**config.mk**
```make
export PLATFORM = sky130hd
export DESIGN_NAME = source_tokenizer
export DESIGN_NICKNAME = d
export VERILOG_FILES = /design/src/sv/stk_pkg.sv /design/src/sv/source_tokenizer.sv /design/src/sv/stk_scan.sv /design/src/sv/stk_out.sv
export SDC_FILE = /design/constraint.sdc
export NUM_CORES = 1
export LEC_CHECK = 0
export BUFFER_PORTS_ARGS = -buffer_cell sky130_fd_sc_hd__buf_2
export CAP_MARGIN = 20
export CORE_ASPECT_RATIO = 0.75
export CORE_UTILIZATION = 47
export CTS_CLUSTER_DIAMETER = 200
export DETAILED_ROUTE_END_ITERATION = 8
export MAX_ROUTING_LAYER = met4
export PLACE_DENSITY = 0.75
export SLEW_MARGIN = 20
export SYNTH_ARGS = -nofsm -noshare
export SYNTH_HDL_FRONTEND = slang
export SYNTH_SLANG_ARGS = --single-unit
```
**constraint.sdc**
```tcl
create_clock -name clk -period 11.45 [get_ports clk]
set_input_delay 0.5725 -clock clk [delete_from_list [all_inputs] [get_ports clk]]
set_output_delay 0.5725 -clock clk [all_outputs]
set_load 0.01 [all_outputs]
```
**src/sv/stk_pkg.sv**
```systemverilog
`default_nettype none

package stk_pkg;

    localparam int MAX_NAME  = 9;
    localparam int CNT_W     = $clog2(MAX_NAME + 1);
    localparam int IDX_W     = (MAX_NAME > 1) ? $clog2(MAX_NAME) : 1;
    localparam int NAME_BITS = 72;
    localparam int LEN_W     = 4;
    localparam int POS_W     = 32;
    localparam int OUT_DATA_W = 144;

    localparam logic [7:0] CH_SPACE   = 8'h20;
    localparam logic [7:0] CH_NEWLINE = 8'h0a;
    localparam logic [7:0] CH_D       = 8'h64;
    localparam logic [7:0] CH_E       = 8'h65;
    localparam logic [7:0] CH_F       = 8'h66;

    typedef enum logic [3:0] {
        K_INC        = 4'd0,
        K_DEC        = 4'd1,
        K_PRINT      = 4'd2,
        K_NEXT       = 4'd3,
        K_PREV       = 4'd4,
        K_LOOP_START = 4'd5,
        K_LOOP_END   = 4'd6,
        K_ASSIGN     = 4'd7,
        K_STMT_END   = 4'd8,
        K_REF        = 4'd9,
        K_READ       = 4'd10,
        K_DEF        = 4'd11,
        K_IDENT      = 4'd12,
        K_ERROR      = 4'd13,
        K_END        = 4'd14
    } kind_t;

    typedef struct packed {
        logic                 valid;
        kind_t                kind;
    } punct_t;

    // results one byte can cause: a name slot, a punctuation slot, an end slot
    typedef struct packed {
        logic                 has_name;
        kind_t                name_kind;
        logic [NAME_BITS-1:0] name_data;
        logic [LEN_W-1:0]     name_len;
        logic [POS_W-1:0]     name_pos;
        logic                 name_done;
        logic                 has_punct;
        kind_t                punct_kind;
        logic                 has_end;
        logic [POS_W-1:0]     end_count;
    } grp_t;

    function automatic logic is_name_byte(input logic [7:0] c);
        logic r;
        r = (c inside {[8'h41:8'h5a], [8'h61:8'h7a], 8'h5f});
        return r;
    endfunction

    function automatic punct_t punct_lookup(input logic [7:0] c);
        punct_t p;
        p.valid = 1'b1;
        p.kind  = K_INC;
        case (c)
            8'h2b:   p.kind = K_INC;
            8'h2d:   p.kind = K_DEC;
            8'h2e:   p.kind = K_PRINT;
            8'h3e:   p.kind = K_NEXT;
            8'h3c:   p.kind = K_PREV;
            8'h5b:   p.kind = K_LOOP_START;
            8'h5d:   p.kind = K_LOOP_END;
            8'h3d:   p.kind = K_ASSIGN;
            8'h3b:   p.kind = K_STMT_END;
            8'h2a:   p.kind = K_REF;
            8'h2c:   p.kind = K_READ;
            default: p.valid = 1'b0;
        endcase
        return p;
    endfunction

endpackage

`default_nettype wire

```
**src/sv/source_tokenizer.sv**
```systemverilog
// path: a byte taken is held in the input register (ch_reg); its results are then
//   loaded into the result register (grp_reg, pend_reg), which sends them out
// throughput: one byte per cycle while m_axis_tready is high and each byte
//   gives at most one token; a byte giving several tokens (name flush, punctuation, end)
//   holds the input until its last token is sent, since the result register sends one token per cycle
// reset: rst_n clears the tokenizer state and the pending results at once,
//   with no clearing pass; the name buffer is not cleared
`default_nettype none

module source_tokenizer (
    input  wire logic                          clk,
    input  wire logic                          rst_n,
    input  wire logic                          s_axis_tvalid,
    output logic                               s_axis_tready,
    input  wire logic [7:0]                    s_axis_tdata,  // ch[7:0]
    input  wire logic                          s_axis_tlast,
    output logic                               m_axis_tvalid,
    input  wire logic                          m_axis_tready,
    // name_low[63:0], name_high[71:64], name_len[75:72], position[107:76],
    // count[139:108], zero fill[143:140]
    output logic [stk_pkg::OUT_DATA_W-1:0]     m_axis_tdata,
    output logic                               m_axis_tlast,
    output logic [3:0]                         m_axis_tuser   // kind[3:0]
);
    import stk_pkg::*;

    logic       in_valid_reg;
    logic [7:0] ch_reg;
    logic       last_reg;
    logic       out_free;
    logic       proc_fire;
    grp_t       grp;

    assign proc_fire     = in_valid_reg && out_free;
    assign s_axis_tready = !in_valid_reg || out_free;

    always_ff @(posedge clk or negedge rst_n)
    begin
        if (!rst_n)
        begin
            in_valid_reg <= 1'b0;
        end
        else if (s_axis_tvalid && s_axis_tready)
        begin
            in_valid_reg <= 1'b1;
        end
        else if (proc_fire)
        begin
            in_valid_reg <= 1'b0;
        end
    end

    always_ff @(posedge clk)
    begin
        if (s_axis_tvalid && s_axis_tready)
        begin
            ch_reg   <= s_axis_tdata;
            last_reg <= s_axis_tlast;
        end
    end

    stk_scan u_scan (
        .clk   (clk),
        .rst_n (rst_n),
        .fire  (proc_fire),
        .ch    (ch_reg),
        .last  (last_reg),
        .grp   (grp)
    );

    stk_out u_out (
        .clk           (clk),
        .rst_n         (rst_n),
        .load          (proc_fire),
        .grp           (grp),
        .free          (out_free),
        .m_axis_tvalid (m_axis_tvalid),
        .m_axis_tready (m_axis_tready),
        .m_axis_tdata  (m_axis_tdata),
        .m_axis_tlast  (m_axis_tlast),
        .m_axis_tuser  (m_axis_tuser)
    );

endmodule

`default_nettype wire

```
**src/sv/stk_scan.sv**
```systemverilog
`default_nettype none

module stk_scan (
    input  wire logic          clk,
    input  wire logic          rst_n,
    input  wire logic          fire,
    input  wire logic [7:0]    ch,
    input  wire logic          last,
    output stk_pkg::grp_t      grp
);
    import stk_pkg::*;

    logic                 at_line_start_reg;
    logic [CNT_W-1:0]     name_count_reg;
    logic                 name_began_line_reg;
    logic [POS_W-1:0]     name_start_reg;
    logic [POS_W-1:0]     byte_pos_reg;
    logic [POS_W-1:0]     token_total_reg;
    logic                 halted_reg;
    logic [7:0]           name_buf_reg [MAX_NAME];

    logic                 name_byte;
    logic                 err;
    logic                 do_flush;
    logic                 by_space;
    logic                 is_def;
    punct_t               pl;
    logic                 has_punct;
    logic [CNT_W-1:0]     flush_len;
    logic [POS_W-1:0]     start_e;
    logic                 began_e;
    logic [7:0]           buf_e [MAX_NAME];
    logic [NAME_BITS-1:0] packed_name;
    logic [POS_W:0]       total_sum;
    logic [POS_W-1:0]     total_next;

    always_comb
    begin
        name_byte = is_name_byte(ch);
        pl        = punct_lookup(ch);
        err       = !halted_reg && name_byte && (name_count_reg >= CNT_W'(MAX_NAME));
        start_e   = (name_count_reg == '0) ? byte_pos_reg : name_start_reg;
        began_e   = (name_count_reg == '0) ? at_line_start_reg : name_began_line_reg;
        flush_len = name_byte ? name_count_reg + CNT_W'(1) : name_count_reg;
        do_flush  = !halted_reg && !err &&
                    ((!name_byte && name_count_reg != '0) || (name_byte && last));
        by_space  = !name_byte && (ch == CH_SPACE);
        has_punct = !halted_reg && !name_byte && pl.valid;

        // buffer as it stands once this byte is written
        for (int j = 0; j < MAX_NAME; j++)
        begin
            buf_e[j] = (name_byte && name_count_reg == CNT_W'(j)) ? ch : name_buf_reg[j];
        end
        packed_name = '0;
        for (int j = 0; j < MAX_NAME; j++)
        begin
            if (CNT_W'(j) < flush_len)
            begin
                packed_name[8*j +: 8] = buf_e[j];
            end
        end

        is_def = (flush_len == CNT_W'(3)) && began_e && by_space &&
                 (buf_e[0] == CH_D) && (buf_e[1] == CH_E) && (buf_e[2] == CH_F);

        total_sum  = {1'b0, token_total_reg} + (POS_W+1)'(do_flush) + (POS_W+1)'(has_punct);
        total_next = total_sum[POS_W] ? '1 : total_sum[POS_W-1:0];

        grp            = '0;
        grp.punct_kind = pl.kind;
        grp.name_kind  = K_IDENT;
        if (err)
        begin
            grp.has_name  = 1'b1;
            grp.name_kind = K_ERROR;
            grp.name_pos  = start_e;
            grp.name_done = 1'b1;
        end
        else if (do_flush)
        begin
            grp.has_name = 1'b1;
            if (is_def)
            begin
                grp.name_kind = K_DEF;
            end
            else
            begin
                grp.name_kind = K_IDENT;
                grp.name_data = packed_name;
                grp.name_len  = LEN_W'(flush_len);
                grp.name_pos  = start_e;
            end
        end
        grp.has_punct = has_punct;
        grp.has_end   = !halted_reg && !err && last;
        grp.end_count = total_next;
    end

    always_ff @(posedge clk or negedge rst_n)
    begin
        if (!rst_n)
        begin
            at_line_start_reg   <= 1'b1;
            name_count_reg      <= '0;
            name_began_line_reg <= 1'b0;
            name_start_reg      <= '0;
            byte_pos_reg        <= '0;
            token_total_reg     <= '0;
            halted_reg          <= 1'b0;
        end
        else if (fire && !halted_reg)
        begin
            if (err)
            begin
                halted_reg <= 1'b1;
            end
            else if (last)
            begin
                // start of a new program
                at_line_start_reg   <= 1'b1;
                name_count_reg      <= '0;
                name_began_line_reg <= 1'b0;
                name_start_reg      <= '0;
                byte_pos_reg        <= '0;
                token_total_reg     <= '0;
            end
            else
            begin
                at_line_start_reg <= (ch == CH_NEWLINE);
                byte_pos_reg      <= byte_pos_reg + POS_W'(1);
                token_total_reg   <= total_next;
                name_count_reg    <= name_byte ? flush_len : '0;
                if (name_byte && name_count_reg == '0)
                begin
                    name_start_reg      <= byte_pos_reg;
                    name_began_line_reg <= at_line_start_reg;
                end
            end
        end
    end

    always_ff @(posedge clk)
    begin
        if (fire && !halted_reg && name_byte && !err)
        begin
            name_buf_reg[name_count_reg[IDX_W-1:0]] <= ch;
        end
    end

endmodule

`default_nettype wire

```
**src/sv/stk_out.sv**
```systemverilog
`default_nettype none

module stk_out (
    input  wire logic                          clk,
    input  wire logic                          rst_n,
    input  wire logic                          load,
    input  wire stk_pkg::grp_t                 grp,
    output logic                               free,
    output logic                               m_axis_tvalid,
    input  wire logic                          m_axis_tready,
    output logic [stk_pkg::OUT_DATA_W-1:0]     m_axis_tdata,
    output logic                               m_axis_tlast,
    output logic [3:0]                         m_axis_tuser
);
    import stk_pkg::*;

    // pending slots: bit 0 name, bit 1 punctuation, bit 2 end
    logic [2:0] pend_reg;
    logic [2:0] pend_next;
    grp_t       grp_reg;
    logic       m_fire;

    logic [63:0]      o_low;
    logic [7:0]       o_high;
    logic [LEN_W-1:0] o_len;
    logic [POS_W-1:0] o_pos;
    logic [POS_W-1:0] o_count;
    kind_t            o_kind;
    logic             o_done;

    always_comb
    begin
        m_fire = m_axis_tvalid && m_axis_tready;
        free   = (pend_reg == 3'b000) || ($onehot(pend_reg) && m_axis_tready);
        if (load)
        begin
            pend_next = {grp.has_end, grp.has_punct, grp.has_name};
        end
        else if (m_fire)
        begin
            pend_next = pend_reg & (pend_reg - 3'd1);
        end
        else
        begin
            pend_next = pend_reg;
        end
    end

    always_ff @(posedge clk or negedge rst_n)
    begin
        if (!rst_n)
        begin
            pend_reg <= 3'b000;
        end
        else
        begin
            pend_reg <= pend_next;
        end
    end

    always_ff @(posedge clk)
    begin
        if (load)
        begin
            grp_reg <= grp;
        end
    end

    always_comb
    begin
        o_low   = '0;
        o_high  = '0;
        o_len   = '0;
        o_pos   = '0;
        o_count = '0;
        o_done  = 1'b0;
        o_kind  = K_END;
        if (pend_reg[0])
        begin
            o_kind = grp_reg.name_kind;
            o_low  = grp_reg.name_data[63:0];
            o_high = grp_reg.name_data[71:64];
            o_len  = grp_reg.name_len;
            o_pos  = grp_reg.name_pos;
            o_done = grp_reg.name_done;
        end
        else if (pend_reg[1])
        begin
            o_kind = grp_reg.punct_kind;
        end
        else
        begin
            o_kind  = K_END;
            o_count = grp_reg.end_count;
            o_done  = 1'b1;
        end
        m_axis_tvalid = (pend_reg != 3'b000);
        m_axis_tdata  = {4'b0000, o_count, o_pos, o_len, o_high, o_low};
        m_axis_tlast  = o_done;
        m_axis_tuser  = o_kind;
    end

endmodule

`default_nettype wire
```
==> results.ini <==
[placed_design]
place_inst = 1972
place_worst_setup_slack_ns = 6.42
gp_congestion = 0.931
detailed_place_hpwl_um = 24000
io_buffers = 159

[clock_network]
cts_num_sinks = 336
clock-root-buffer = clkbuf_16
cts_max_level = 2
cts.hold.buffers_added = 0
post_cts.repair.setup_buffers = 0
clockBufferDepth = 3
cts_tree = done
numCtsBuffers = 35
clock_insertion_delay_worst_skew_ns = 0.52
cts_resized = 0
clkTransAtPathRegs_ns = 0.06

[synthesis]
synth_top_cell_area_share_pct = 42.1
post_synth_and_or_nand_nor_area_fraction_pct = 19.9
most_frequently_used_cell_type_in_the_post_synthesis_netlist = edfxtp_1
synth_seq_area_share_pct = 58.5
synth.ff_latch_count = 336
multiplexer_fraction_of_the_synthesized_cell_area_pct = 4.83
post-synth-top-area-cell = edfxtp_1
syn_avg_cell_area_um2 = 11.3
area_fraction_in_compound_gates_after_synthesis_pct = 10.6
syn_inst = 1443
synth.area.top_cells = edfxtp_1 42%, dfrtp_1 16%, and2_1 5.7%
synthArstFlopShare_pct = 31.8
syn_area_um2 = 16300
synth_top_family_by_area = simple AND/OR/NAND/NOR gates
synth_adder_area_share_pct = 0.781
yosys.cell_types.count = 80
ys_dominant_reg_cell = edfxtp_1
synth_common_cells = 229 x edfxtp_1, 149 x and2_1, 118 x nand2_1
post_synth_xor_area_fraction_pct = 1.61
number_of_enable_type_register_cells_in_the_synthesized_netlist = 229
yosys_warnings = 0

[drt]
detailroute.via_count = 11500
drc_errors = 0
antenna_violating_nets_post_route = 0
detail_route.wl_per_cell_um = 18.5
viasPerCell = 5.65
drtPass1Iterations = 5
route.final.wire_length_um = 37700
detail_route.iter0.violations = 1185

[critical_path]
regToRegSetupSlack_ns = 6.42
critical_path.cell_chain = nand4b_1 -> nor2_1 -> o21ai_2 -> mux2i_4 -> buf_16 -> fa_1 -> inv_1 -> ha_1 -> nand3_1 -> or3_1 -> nor4_1 -> nand2_1 -> a31o_2 -> a21oi_1
worstPathArrival_ns = 5.48
critical_path.endpoint_type = flip-flop
reg2reg_depth = 14
critPathLaunchType = flip-flop
slowest_stage = edfxtp_1
end_of_the_worst_register_to_register_path = u_scan.token_total_reg[29]
critical_path.max_stage_delay_ns = 0.67
critical_path_peak_fanout = 23
regToRegStartpoint = ch_reg[7]
critPathKind = reg2reg
timing.critical_path.required_ns = 11.90

[die]
floorplan.die_area_um2 = 35500
dieHeight_um = 163
core_ar_um2 = 33900
row_count = 58
initial_utilization_pct = 48.2
die_x_um = 217
ioPinCount = 164

[timing]
fraction_of_the_cycle_the_final_worst_path_needs_pct = 44.0
rsz_0062_raised_after_global_routing = false
setup_total_negative_slack_ns = 0
fmax_mhz = 199
clock_skew_ns = 0.0123
finalMaxSlewViolations = 0
final_setup_fails = 0
timing.slew.headroom_pct = 25.7
count_of_endpoints_failing_hold_in_the_final_timing_report = 0
fin_ws_ns = 6.42
worst-slew-pin-transition_ns = 1.11
layout_min_cycle_time_ns = 5.03

[pwr]
p_int_uw = 2660
combPwrFrac_pct = 27.2
ir_worst_vdd_mv = 0.142
power.density_cell_area_nw_per_um2 = 217
switching_share_pct = 33.5
static-leakage-power_uw = 0.00767
p_clk_share_pct = 27.1
p_seq_share_pct = 45.7
power.net_switching_uw = 1340

[outcome]
run_status = finished, final reports clean

[finish]
seqCellArea_um2 = 9560
fraction_of_layout_cells_with_a_size_suffix_above_1_pct = 17.8
largest_register_ff_count = 148
fin_cells = 2035
layout.filler_cells = 2807
synthToLayoutAreaGrowth_pct = 13.3
footprint_of_the_multi_input_gates_um2 = 6200
final_nets = 1582

[global_route]
grt_max_degree = 115
grt_overflow = 0
grt.total_usage_pct = 22.1
number_of_global_route_vias_before_repair = 10800
grt_first_pass_wirelength_um = 60000
initial_antenna_violation_count = 1

[worst_hold_path]
worstHoldPathType = in2async

[job]
max_cap_check_violation_count = 0

-- power by group through the flow --
stage / registers (uW) / clock network [uW] / logic, uW
floorplan: 1830 / 0 / 726
global placement: 1850 / 0 / 1060
detailed placement: 1850 / 0 / 1080
CTS: 1830 / 1110 / 1090
global route: 1870 / 1160 / 1190
finish: 1830 / 1090 / 1090
-- cells by family after synthesis --
family,count (synthesis)
other cells,1
fa+ha+maj,9
simple gates,602
flops,336
xor+xnor,30
mux,78
buf+inv,136
compound gates,251
-- routing by layer --
metal  vias up  routed length (um)  track usage, %
li1       5459                   -               -
met1      5599               18300            33.1
met2       410               16100            30.4
met3        38                2750            4.49
met4         0                 592            4.96
met5         -                   0               -
-- critical path, delay by kind of cell (launching register included) --
family | cells | cell delay, ns
simple gates | 6 | 2.15
compound gates | 3 | 0.77
flops | 1 | 0.67
fa+ha+maj | 2 | 0.67
mux | 1 | 0.34
buf+inv | 2 | 0.34
-- final cells by class --
type,instances,area share [%]
antenna,1,0.0135
timing repair buffer,182,5.35
sequential,336,51.6
multi-input combinational,974,33.5
inverter,31,0.656
clock buffer,50,5.37
tap,450,3.04
clock inverter,11,0.426
-- metrics by stage --
step,util [%],hold slack [ns],instance area (um2),power [uW]
3_5_place_dp,51.4,0.490,17400,2930
2_1_floorplan,-,0.277,16300,2560
5_1_grt,54.6,0.130,18500,4220
4_1_cts,54.5,0.0865,18500,4030
6_report,54.6,0.0958,18500,4010
3_3_place_gp,51.4,0.482,17400,2910
-- worst max-delay path by stage --
stage	from	endpoint	slack (ns)	cells past startpoint
after floorplan	u_out.pend_reg[0]	u_out.pend_reg[2]	6.45	7
after CTS	u_scan.name_count_reg[1]	u_scan.token_total_reg[29]	6.45	15
after detailed placement	u_scan.name_count_reg[1]	u_scan.token_total_reg[8]	6.42	15
after global routing	u_scan.name_count_reg[1]	u_scan.token_total_reg[29]	6.01	16
final	ch_reg[7]	u_scan.token_total_reg[29]	6.42	14
after global placement	u_scan.name_count_reg[1]	u_scan.token_total_reg[14]	6.71	15
-- layout by cell type, fill, tap and decap left out, types with 28 or more instances in the layout --
master,instances
o21ai_0,40
mux2i_1,71
nand2_1,117
a21oi_1,74
dfrtp_1,105
nor3_1,65
and2_1,148
inv_1,28
nor2_1,89
a22o_1,34
buf_2,158
edfxtp_1,229
nand3_1,52
clkbuf_16,37
(Power assumes the default switching activity.)
